$ cat src/rtl/hdt_pkg.sv
// shared types, codes and defaults for the held note duration table
package hdt_pkg;

  // default sizes
  localparam int DEF_TABLE_DEPTH = 16;
  localparam int DEF_TIME_BITS   = 32;

  // action codes
  localparam logic [1:0] ACT_NOTE_ON  = 2'd0;
  localparam logic [1:0] ACT_NOTE_OFF = 2'd1;
  localparam logic [1:0] ACT_FRAME    = 2'd2;

  // status codes
  localparam logic [1:0] ST_ACCEPTED = 2'd0;
  localparam logic [1:0] ST_FULL     = 2'd1;
  localparam logic [1:0] ST_RECORD   = 2'd2;

  // input item
  typedef struct packed {
    logic [1:0]  action;
    logic [6:0]  note_value;
    logic [6:0]  note_velocity;
    logic [31:0] time_us;
  } event_item_t;

  // result item
  typedef struct packed {
    logic [1:0]  status;
    logic [6:0]  done_note;
    logic [6:0]  done_velocity;
    logic [31:0] start_us;
    logic [31:0] duration_us;
    logic        last;
  } record_item_t;

  // controls broadcast to every cell of the row
  typedef struct packed {
    logic pop;
    logic push;
    logic mark;
  } cell_ctrl_t;

endpackage

$ cat src/rtl/held_note_duration_table_core.sv
// top level of the held note duration table: control sequencer over a row of entry cells
//
// Held notes live in a row of TABLE_DEPTH cells kept packed toward the head, in
// arrival order. A note-on is taken, then in ON_WAIT its status item is loaded
// into the output register once that is free. A frame boundary or an unused
// action gives no item. A note-off rotates the row one entry past the head per
// cycle while no record is stalled at the output, once to report undelivered
// matches and once to report delivered matches while dropping every match, then
// passes through FLUSH when any record was produced. Each completed note record
// is held until the next is found, so last can be set; a stalled record output
// holds the shift. The next item is taken only when the previous one is
// finished, while its final result may still wait to be taken.
module held_note_duration_table_core import hdt_pkg::*; #(
  parameter int TABLE_DEPTH = DEF_TABLE_DEPTH,
  parameter int TIME_BITS   = DEF_TIME_BITS
) (
  input  logic         clk,
  input  logic         rst,
  input  logic         event_valid,
  output logic         event_ready,
  input  event_item_t  event_item,
  output logic         record_valid,
  input  logic         record_ready,
  output record_item_t record_item
);

  localparam int CW = $clog2(TABLE_DEPTH + 1);

  typedef enum logic [2:0] {
    IDLE,
    ON_WAIT,
    PASS0,
    PASS1,
    FLUSH
  } state_t;

  state_t             state;
  logic [CW-1:0]      count;
  logic [CW-1:0]      scan_len;
  logic [CW-1:0]      step;
  logic [6:0]         key;
  logic [TIME_BITS-1:0] now;
  logic [1:0]         on_status;
  logic               hold_valid;
  record_item_t       hold;

  // row of cells
  logic                 c_valid     [TABLE_DEPTH];
  logic [6:0]           c_note      [TABLE_DEPTH];
  logic [6:0]           c_velocity  [TABLE_DEPTH];
  logic [TIME_BITS-1:0] c_start     [TABLE_DEPTH];
  logic                 c_delivered [TABLE_DEPTH];

  cell_ctrl_t           ctrl;
  logic [6:0]           push_note;
  logic [6:0]           push_velocity;
  logic [TIME_BITS-1:0] push_start;
  logic                 push_delivered;

  logic                 accept;
  logic                 free;
  logic                 head_match;
  logic                 emit;
  logic                 advance;
  logic                 scan_end;
  logic [TIME_BITS-1:0] diff;
  record_item_t         head_rec;
  logic                 out_load;
  record_item_t         out_rec;

  assign event_ready = (state == IDLE);

  // head inspection and step control
  always_comb begin
    accept     = event_valid && event_ready;
    free       = !record_valid || record_ready;
    head_match = c_valid[0] && (c_note[0] == key);
    case (state)
      PASS0:   emit = head_match && !c_delivered[0];
      PASS1:   emit = head_match && c_delivered[0];
      default: emit = 1'b0;
    endcase
    advance  = ((state == PASS0) || (state == PASS1)) && (!emit || !hold_valid || free);
    scan_end = ((step + 1'b1) == scan_len);
    diff     = now - c_start[0];

    head_rec.status        = ST_RECORD;
    head_rec.done_note     = key;
    head_rec.done_velocity = c_velocity[0];
    head_rec.start_us      = 32'(c_start[0]);
    head_rec.duration_us   = 32'(diff);
    head_rec.last          = 1'b0;
  end

  // next item for the output register
  always_comb begin
    out_load = 1'b0;
    out_rec  = hold;
    case (state)
      ON_WAIT: begin
        out_load       = free;
        out_rec        = '0;
        out_rec.status = on_status;
        out_rec.last   = 1'b1;
      end
      PASS0, PASS1: begin
        out_load = advance && emit && hold_valid;
      end
      FLUSH: begin
        out_load     = free;
        out_rec.last = 1'b1;
      end
      default: begin
        out_load = 1'b0;
      end
    endcase
  end

  // row controls and push data
  always_comb begin
    ctrl           = '0;
    push_note      = c_note[0];
    push_velocity  = c_velocity[0];
    push_start     = c_start[0];
    push_delivered = c_delivered[0];
    if (accept) begin
      case (event_item.action)
        ACT_NOTE_ON: begin
          ctrl.push      = (count < CW'(TABLE_DEPTH));
          push_note      = event_item.note_value;
          push_velocity  = event_item.note_velocity;
          push_start     = TIME_BITS'(event_item.time_us);
          push_delivered = 1'b0;
        end
        ACT_FRAME: begin
          ctrl.mark = 1'b1;
        end
        default: begin
          ctrl = '0;
        end
      endcase
    end else if (advance) begin
      ctrl.pop  = 1'b1;
      ctrl.push = (state == PASS0) || !head_match;
    end
  end

  // cell chain
  for (genvar i = 0; i < TABLE_DEPTH; i++) begin : g_cell
    logic                 nv;
    logic [6:0]           nn;
    logic [6:0]           nvel;
    logic [TIME_BITS-1:0] ns;
    logic                 nd;
    logic                 pv;

    if (i == TABLE_DEPTH - 1) begin : g_tail
      assign nv   = 1'b0;
      assign nn   = '0;
      assign nvel = '0;
      assign ns   = '0;
      assign nd   = 1'b0;
    end else begin : g_mid
      assign nv   = c_valid[i+1];
      assign nn   = c_note[i+1];
      assign nvel = c_velocity[i+1];
      assign ns   = c_start[i+1];
      assign nd   = c_delivered[i+1];
    end

    if (i == 0) begin : g_head
      assign pv = 1'b1;
    end else begin : g_prev
      assign pv = c_valid[i-1];
    end

    hdt_cell #(
      .TIME_BITS(TIME_BITS)
    ) u_cell (
      .clk            (clk),
      .rst            (rst),
      .ctrl           (ctrl),
      .prev_valid     (pv),
      .next_valid     (nv),
      .next_note      (nn),
      .next_velocity  (nvel),
      .next_start     (ns),
      .next_delivered (nd),
      .push_note      (push_note),
      .push_velocity  (push_velocity),
      .push_start     (push_start),
      .push_delivered (push_delivered),
      .valid          (c_valid[i]),
      .note           (c_note[i]),
      .velocity       (c_velocity[i]),
      .start          (c_start[i]),
      .delivered      (c_delivered[i])
    );
  end

  // sequencer, held record and output register
  always_ff @(posedge clk) begin
    if (rst) begin
      state        <= IDLE;
      count        <= '0;
      step         <= '0;
      hold_valid   <= 1'b0;
      record_valid <= 1'b0;
    end else begin
      if (out_load) begin
        record_item  <= out_rec;
        record_valid <= 1'b1;
      end else if (record_valid && record_ready) begin
        record_valid <= 1'b0;
      end
      case (state)
        IDLE: begin
          if (accept) begin
            case (event_item.action)
              ACT_NOTE_ON: begin
                if (count < CW'(TABLE_DEPTH)) begin
                  count     <= count + 1'b1;
                  on_status <= ST_ACCEPTED;
                end else begin
                  on_status <= ST_FULL;
                end
                state <= ON_WAIT;
              end
              ACT_NOTE_OFF: begin
                key      <= event_item.note_value;
                now      <= TIME_BITS'(event_item.time_us);
                scan_len <= count;
                step     <= '0;
                if (count != '0) begin
                  state <= PASS0;
                end
              end
              default: begin
                state <= IDLE;
              end
            endcase
          end
        end
        ON_WAIT: begin
          if (free) begin
            state <= IDLE;
          end
        end
        PASS0, PASS1: begin
          if (advance) begin
            if (emit) begin
              hold       <= head_rec;
              hold_valid <= 1'b1;
            end
            if ((state == PASS1) && head_match) begin
              count <= count - 1'b1;
            end
            if (scan_end) begin
              step <= '0;
              if (state == PASS0) begin
                state <= PASS1;
              end else if (hold_valid || emit) begin
                state <= FLUSH;
              end else begin
                state <= IDLE;
              end
            end else begin
              step <= step + 1'b1;
            end
          end
        end
        FLUSH: begin
          if (free) begin
            hold_valid <= 1'b0;
            state      <= IDLE;
          end
        end
        default: begin
          state <= IDLE;
        end
      endcase
    end
  end

endmodule

$ cat src/rtl/hdt_cell.sv
// one entry of the held note row: shifts toward the head, takes a pushed entry at the tail
module hdt_cell import hdt_pkg::*; #(
  parameter int TIME_BITS = DEF_TIME_BITS
) (
  input  logic                 clk,
  input  logic                 rst,
  input  cell_ctrl_t           ctrl,
  input  logic                 prev_valid,
  input  logic                 next_valid,
  input  logic [6:0]           next_note,
  input  logic [6:0]           next_velocity,
  input  logic [TIME_BITS-1:0] next_start,
  input  logic                 next_delivered,
  input  logic [6:0]           push_note,
  input  logic [6:0]           push_velocity,
  input  logic [TIME_BITS-1:0] push_start,
  input  logic                 push_delivered,
  output logic                 valid,
  output logic [6:0]           note,
  output logic [6:0]           velocity,
  output logic [TIME_BITS-1:0] start,
  output logic                 delivered
);

  logic take_push;
  logic take_next;

  // this cell is the first free one after the shift, or now when there is no shift
  always_comb begin
    if (ctrl.pop) begin
      take_push = ctrl.push && valid && !next_valid;
    end else begin
      take_push = ctrl.push && !valid && prev_valid;
    end
    take_next = ctrl.pop && !take_push;
  end

  // occupancy
  always_ff @(posedge clk) begin
    if (rst) begin
      valid <= 1'b0;
    end else if (take_push) begin
      valid <= 1'b1;
    end else if (take_next) begin
      valid <= next_valid;
    end
  end

  // entry contents
  always_ff @(posedge clk) begin
    if (take_push) begin
      note      <= push_note;
      velocity  <= push_velocity;
      start     <= push_start;
      delivered <= push_delivered;
    end else if (take_next) begin
      note      <= next_note;
      velocity  <= next_velocity;
      start     <= next_start;
      delivered <= next_delivered;
    end else if (ctrl.mark) begin
      delivered <= 1'b1;
    end
  end

endmodule

$ cat config.mk
export PLATFORM = sky130hd
export DESIGN_NAME = held_note_duration_table_core
export DESIGN_NICKNAME = d
export VERILOG_FILES = /design/src/rtl/hdt_pkg.sv /design/src/rtl/held_note_duration_table_core.sv /design/src/rtl/hdt_cell.sv
export SDC_FILE = /design/constraint.sdc
export NUM_CORES = 2
export LEC_CHECK = 0
export BUFFER_PORTS_ARGS = -buffer_cell sky130_fd_sc_hd__clkbuf_2
export CORE_MARGIN = 1
export CORE_UTILIZATION = 57
export CTS_CLUSTER_SIZE = 30
export DETAILED_ROUTE_END_ITERATION = 10
export PLACE_DENSITY = 0.74
export SKIP_CTS_REPAIR_TIMING = 1
export SYNTH_ARGS = -nofsm -noshare
export SYNTH_HDL_FRONTEND = slang
export SYNTH_HIERARCHICAL = 1
export SYNTH_SLANG_ARGS = --single-unit
$ cat constraint.sdc
create_clock -name clk -period 38.8 [get_ports clk]
set_clock_uncertainty 0.2 [all_clocks]
set_input_delay 3.88 -clock clk [delete_from_list [all_inputs] [get_ports clk]]
set_output_delay 3.88 -clock clk [all_outputs]
set_load 0.05 [all_outputs]
# == After elaboration in Yosys (flattened, before gate mapping) ==
# Cells that the tools add are included.
# op_classes
addsub,4
n_lt_le_gt_ge,1
n_eq_ne,19
n_mux,218
n_bitwise,1
n_reduce_logical,178
# ops
operator,count
$mux W32,34
$mux W7,67
$mux W1,92
$logic_and A1 B1 Y1,87
$reduce_bool A3 Y1,16
$mux W5,9
$reduce_bool A2 Y1,19
$logic_not A1 Y1,37
$sub A32 B32 Y32,1
$mux W3,7
$pmux W5 S2,2
$reduce_and A4 Y1,5
$add A5 B1 Y5 const B,2
$ne A2 B1 Y1 const B,5
$ne A2 B2 Y1 const B,5
$pmux W3 S3,1
$eq A7 B7 Y1,1
$eq A3 B2 Y1 const B,2
$logic_or A1 B1 Y1,6
$pmux W1 S2,3
$pmux W3 S2,1
$reduce_and A6 Y1,1
$eq A5 B5 Y1,1
$lt A5 B5 Y1 const B,1
other kinds (14),16
# word_totals
reg_bits,988
input_bits,52
out_inout_bits,83
elab_cells,520

# == Logic depth before layout (Yosys ltp) ==
# depth
word_depth,17
ltp_mapped,13
mapped_depth_nobuf,11

# == Hierarchy ==
# The synthesis kept the hierarchy.
# by_module_without_submodules
module,n_inst,cells_per_inst,area_each_um2,seq_area_each_um2
hdt_cell,16,112,2184.6,1431.4
held_note_duration_table_core,1,768,10156.0,6426.2

# == Least setup slack after synthesis ==
# OpenSTA, ideal clock, no wires.
# synth_path
path_kind,input to register
from,in record_ready
to,reg hold[10] in the netlist's numbering (enable)
setup_time_ps,928
arrival_ps,16226
required_time_ps,37672
setup_slack_ps,21446
stages,3
n_path_buf,1
path_cell_list,nor2b_1 -> clkbuf_1 -> a2111oi_0
# synth_between
elab_chain_len,4
# synth_rtl
element,line_no,rtl
from (decl),held_note_duration_table_core.sv:23,"input logic record_ready,"
$logic_or A1 B1 Y1,held_note_duration_table_core.sv:76,free = !record_valid || record_ready;
$logic_or A1 B1 Y1,held_note_duration_table_core.sv:83,advance = ((state == PASS0) || (state == PASS1)) && (!emit || !hold_valid || free);
$logic_and A1 B1 Y1,held_note_duration_table_core.sv:83,
$reduce_and A4 Y1 (no line),--,
to (signal assigned),held_note_duration_table_core.sv:252,hold <= head_rec;
to (decl),held_note_duration_table_core.sv:45,record_item_t hold;
# No other way between the ends.
# A chain may end at the register's enable or synchronous reset.

==> out/metrics.cfg <==
[worst_setup_path]
ff2ff_path_depth = 14
critPathKind = input port to flip-flop
reg2reg_to = g_cell[14].u_cell/start[27]
crit_path_start = event_item[47]
r2r-start = state[2]
crit_end = g_cell[14].u_cell/start[27]
cp_max_fo = 80
critPathCaptureType = flip-flop
cp-start-kind = input port
cp.required_ns = 38.97
critical_path_arrival_ns = 7.28
reg2reg_slack_ns = 34.07

[grt]
antenna_found_initial = 2
grt-ovfl-total = 0
grt_usage_pct = 17.7
grt_max_degree = 81
grt_pass1_vias = 22556
grt_pass1_wl_mm = 117

[sta]
worst_slack_ns = 31.69
rsz0062_at_grt = no
worstMarginPinSlew_ns = 1.14
fin_crit_sh_pct = 18.3
report.final.slew_viol_count = 0
hold_viol = 0
finalSetupTns_ns = 0
setup_viol = 0
max_freq_mhz = 141
period_needed_ns = 7.11
maxSlewHeadroom_pct = 24.0

[floorplanning]
die_y_um = 283
core_sq_um = 77800
io_pins = 135
die_w_um = 283
initial_core_util_pct = 57.9
num_rows = 102
die-area_sq_um = 80300

[detailed_routing]
vias = 21708
ant_nets = 0
avgViaCountPerCell = 5.57
routed_wirelength_mm = 71.1
first_pass_iters = 7
initialDrtViolationCount = 1347
drc = 0
wl_per_cell_um = 18.2

[layout]
fillers = 5209
multiInputGateArea_sq_um = 15000
area_growth_pct = 10.7
finalNetCount = 2867
seq_area_sq_um = 29300
layout-drive-gt1-share_pct = 41.1

[flow_run]
cap_violations = 0

[synth]
yosysWarnings = 6
yosys.area.top_type = edfxtp_1
synth_edf_count = 956
yosys-top-cells-area = edfxtp_1 (64%), mux2_4 (15%), mux2_2 (7.9%)
synth_most_common_cell = edfxtp_1
synth_seq_cells = 987
netlist_top_cells_count = edfxtp_1 (956), mux2_4 (464), mux2_2 (318)
synth_ff_type = edfxtp_1
avgSynthCellArea_sq_um = 17.6
async_flop_share_pct = 0
synthCells = 2560
synth_seq_area_share_pct = 65.0
synth_top_cell_area_share_pct = 63.6
post_synth_num_cell_types = 66
synth.cell_area_sq_um = 45100

[power_and_ir_drop]
ir_drop_uv = 31.3
leakagePower_nw = 19.0
powerDensity_nw_per_um2 = 48.8

[cts]
clk_pin_slew_ns = 0.06
cts_root_buf = clkbuf_16
numCtsBuffers = 97
htreeDepth = 3
clock_latency_ns = 0.63
clockBufferDepth = 3
numClockSinks = 987
cts_tree = done

[place]
gp_congestion = 0.994
pre_cts_slack_ns = 31.08
dp_hpwl_mm = 48.4
port_buffers = 134

[run_status]
outcome = finished, final reports clean

[min_path]
hold_class = flip-flop to flip-flop

sequential cells by signal, indices dropped and copies added (netlist names):
signal                   flops
g_cell.u_cell/delivered     16
scan_len                     5
g_cell.u_cell/valid         16
key                          7
record_valid                 1
g_cell.u_cell/start        512
count                        5
hold_valid                   1
on_status                    1
state                        3
g_cell.u_cell/note         112
record_item                 81
g_cell.u_cell/velocity     112
step                         5
now                         32
hold                        78
critical path: stages:
cell and delay [ns]:
clkbuf_2 0.10, nor3_2 0.28, nand2_2 0.67, o21ai_4 0.36
buf_4 0.61, nand2_1 0.17, o31a_2 0.33, buf_4 0.33
mux2_4 0.40
routing by layer:
layer	vias up	share of wire, %	GRT usage [%]	routed length, um
li1	10284	-	-	-
met1	10802	44	22.9	31200
met2	489	50	30.6	35400
met3	133	3.8	2.65	2720
met4	0	2.5	6.03	1810
met5	-	0	0	0
worst min-delay path by stage:
stage	startpoint	endpoint	slack [ns]	cells after the start
6_report	g_cell[0].u_cell/velocity[3]	hold[68]	0.24	0
5_1_grt	g_cell[0].u_cell/velocity[1]	hold[66]	0.25	0
4_1_cts	g_cell[0].u_cell/velocity[3]	hold[68]	0.24	0
3_5_place_dp	g_cell[0].u_cell/velocity[1]	hold[66]	0.23	0
3_3_place_gp	g_cell[0].u_cell/velocity[3]	hold[68]	0.23	0
2_1_floorplan	g_cell[0].u_cell/velocity[0]	hold[65]	0.22	0
area by class of cell:
class / instances / area share, %
inverter: 69 / 0.519
timing repair buffer: 174 / 1.94
multi-input combinational: 1449 / 30.1
tap: 1040 / 2.61
clock buffer: 128 / 5.33
antenna: 2 / 0.0100
clock inverter: 50 / 0.747
sequential: 987 / 58.7
cells by family (layout without fill, tap and decap cells):
| kind of cell | count (synthesis) | count (layout) | synth area share, % |
|---|---|---|---|
| AO/OA/AOI/OAI | 205 | 205 | 3.10 |
| XOR/XNOR | 44 | 44 | 0.854 |
| adder cells (fa/ha/maj) | 37 | 37 | 1.06 |
| buffers and inverters | 175 | 421 | 2.59 |
| flip-flops | 987 | 987 | 65.0 |
| multiplexers | 786 | 786 | 23.5 |
| other | 2 | 55 | 0.0166 |
| AND/OR/NAND/NOR | 324 | 324 | 3.90 |
stage by stage:
stage	utilization, %	power [mW]	area [sq um]	std cells	hold slack, ns
5_1_grt	64.1	2.53	49900	3899	0.252
6_report	64.1	2.44	49900	3899	0.242
2_1_floorplan	-	1.50	45300	2611	0.220
3_5_place_dp	60.2	1.57	46900	3719	0.230
3_3_place_gp	60.2	1.55	46900	3719	0.232
4_1_cts	64.1	2.46	49900	3897	0.238
power by group:
part	leakage [nW]	internal, mW	total [mW]	switching, mW
sequential	8.92	1.26	1.28	0.0198
combinational	8.55	0.0988	0.267	0.168
clock	1.48	0.514	0.892	0.378
layout by cell type, fill, tap and decap left out, types with 19 or more instances in the layout:
master     count
ha_1          35
o21ai_0       41
nand3_1       32
nor2b_1       82
nand2_1       75
edfxtp_1     956
dfxtp_1       31
or2_2         19
mux2_4       464
inv_1         53
clkinv_1      19
clkbuf_2     134
conb_1        53
mux2_2       318
xnor2_1       32
buf_4         40
a21oi_1       34
clkbuf_16    102
clkbuf_1      25
nor2_1        49
clkinv_2      19
(Power assumes the default switching activity.)
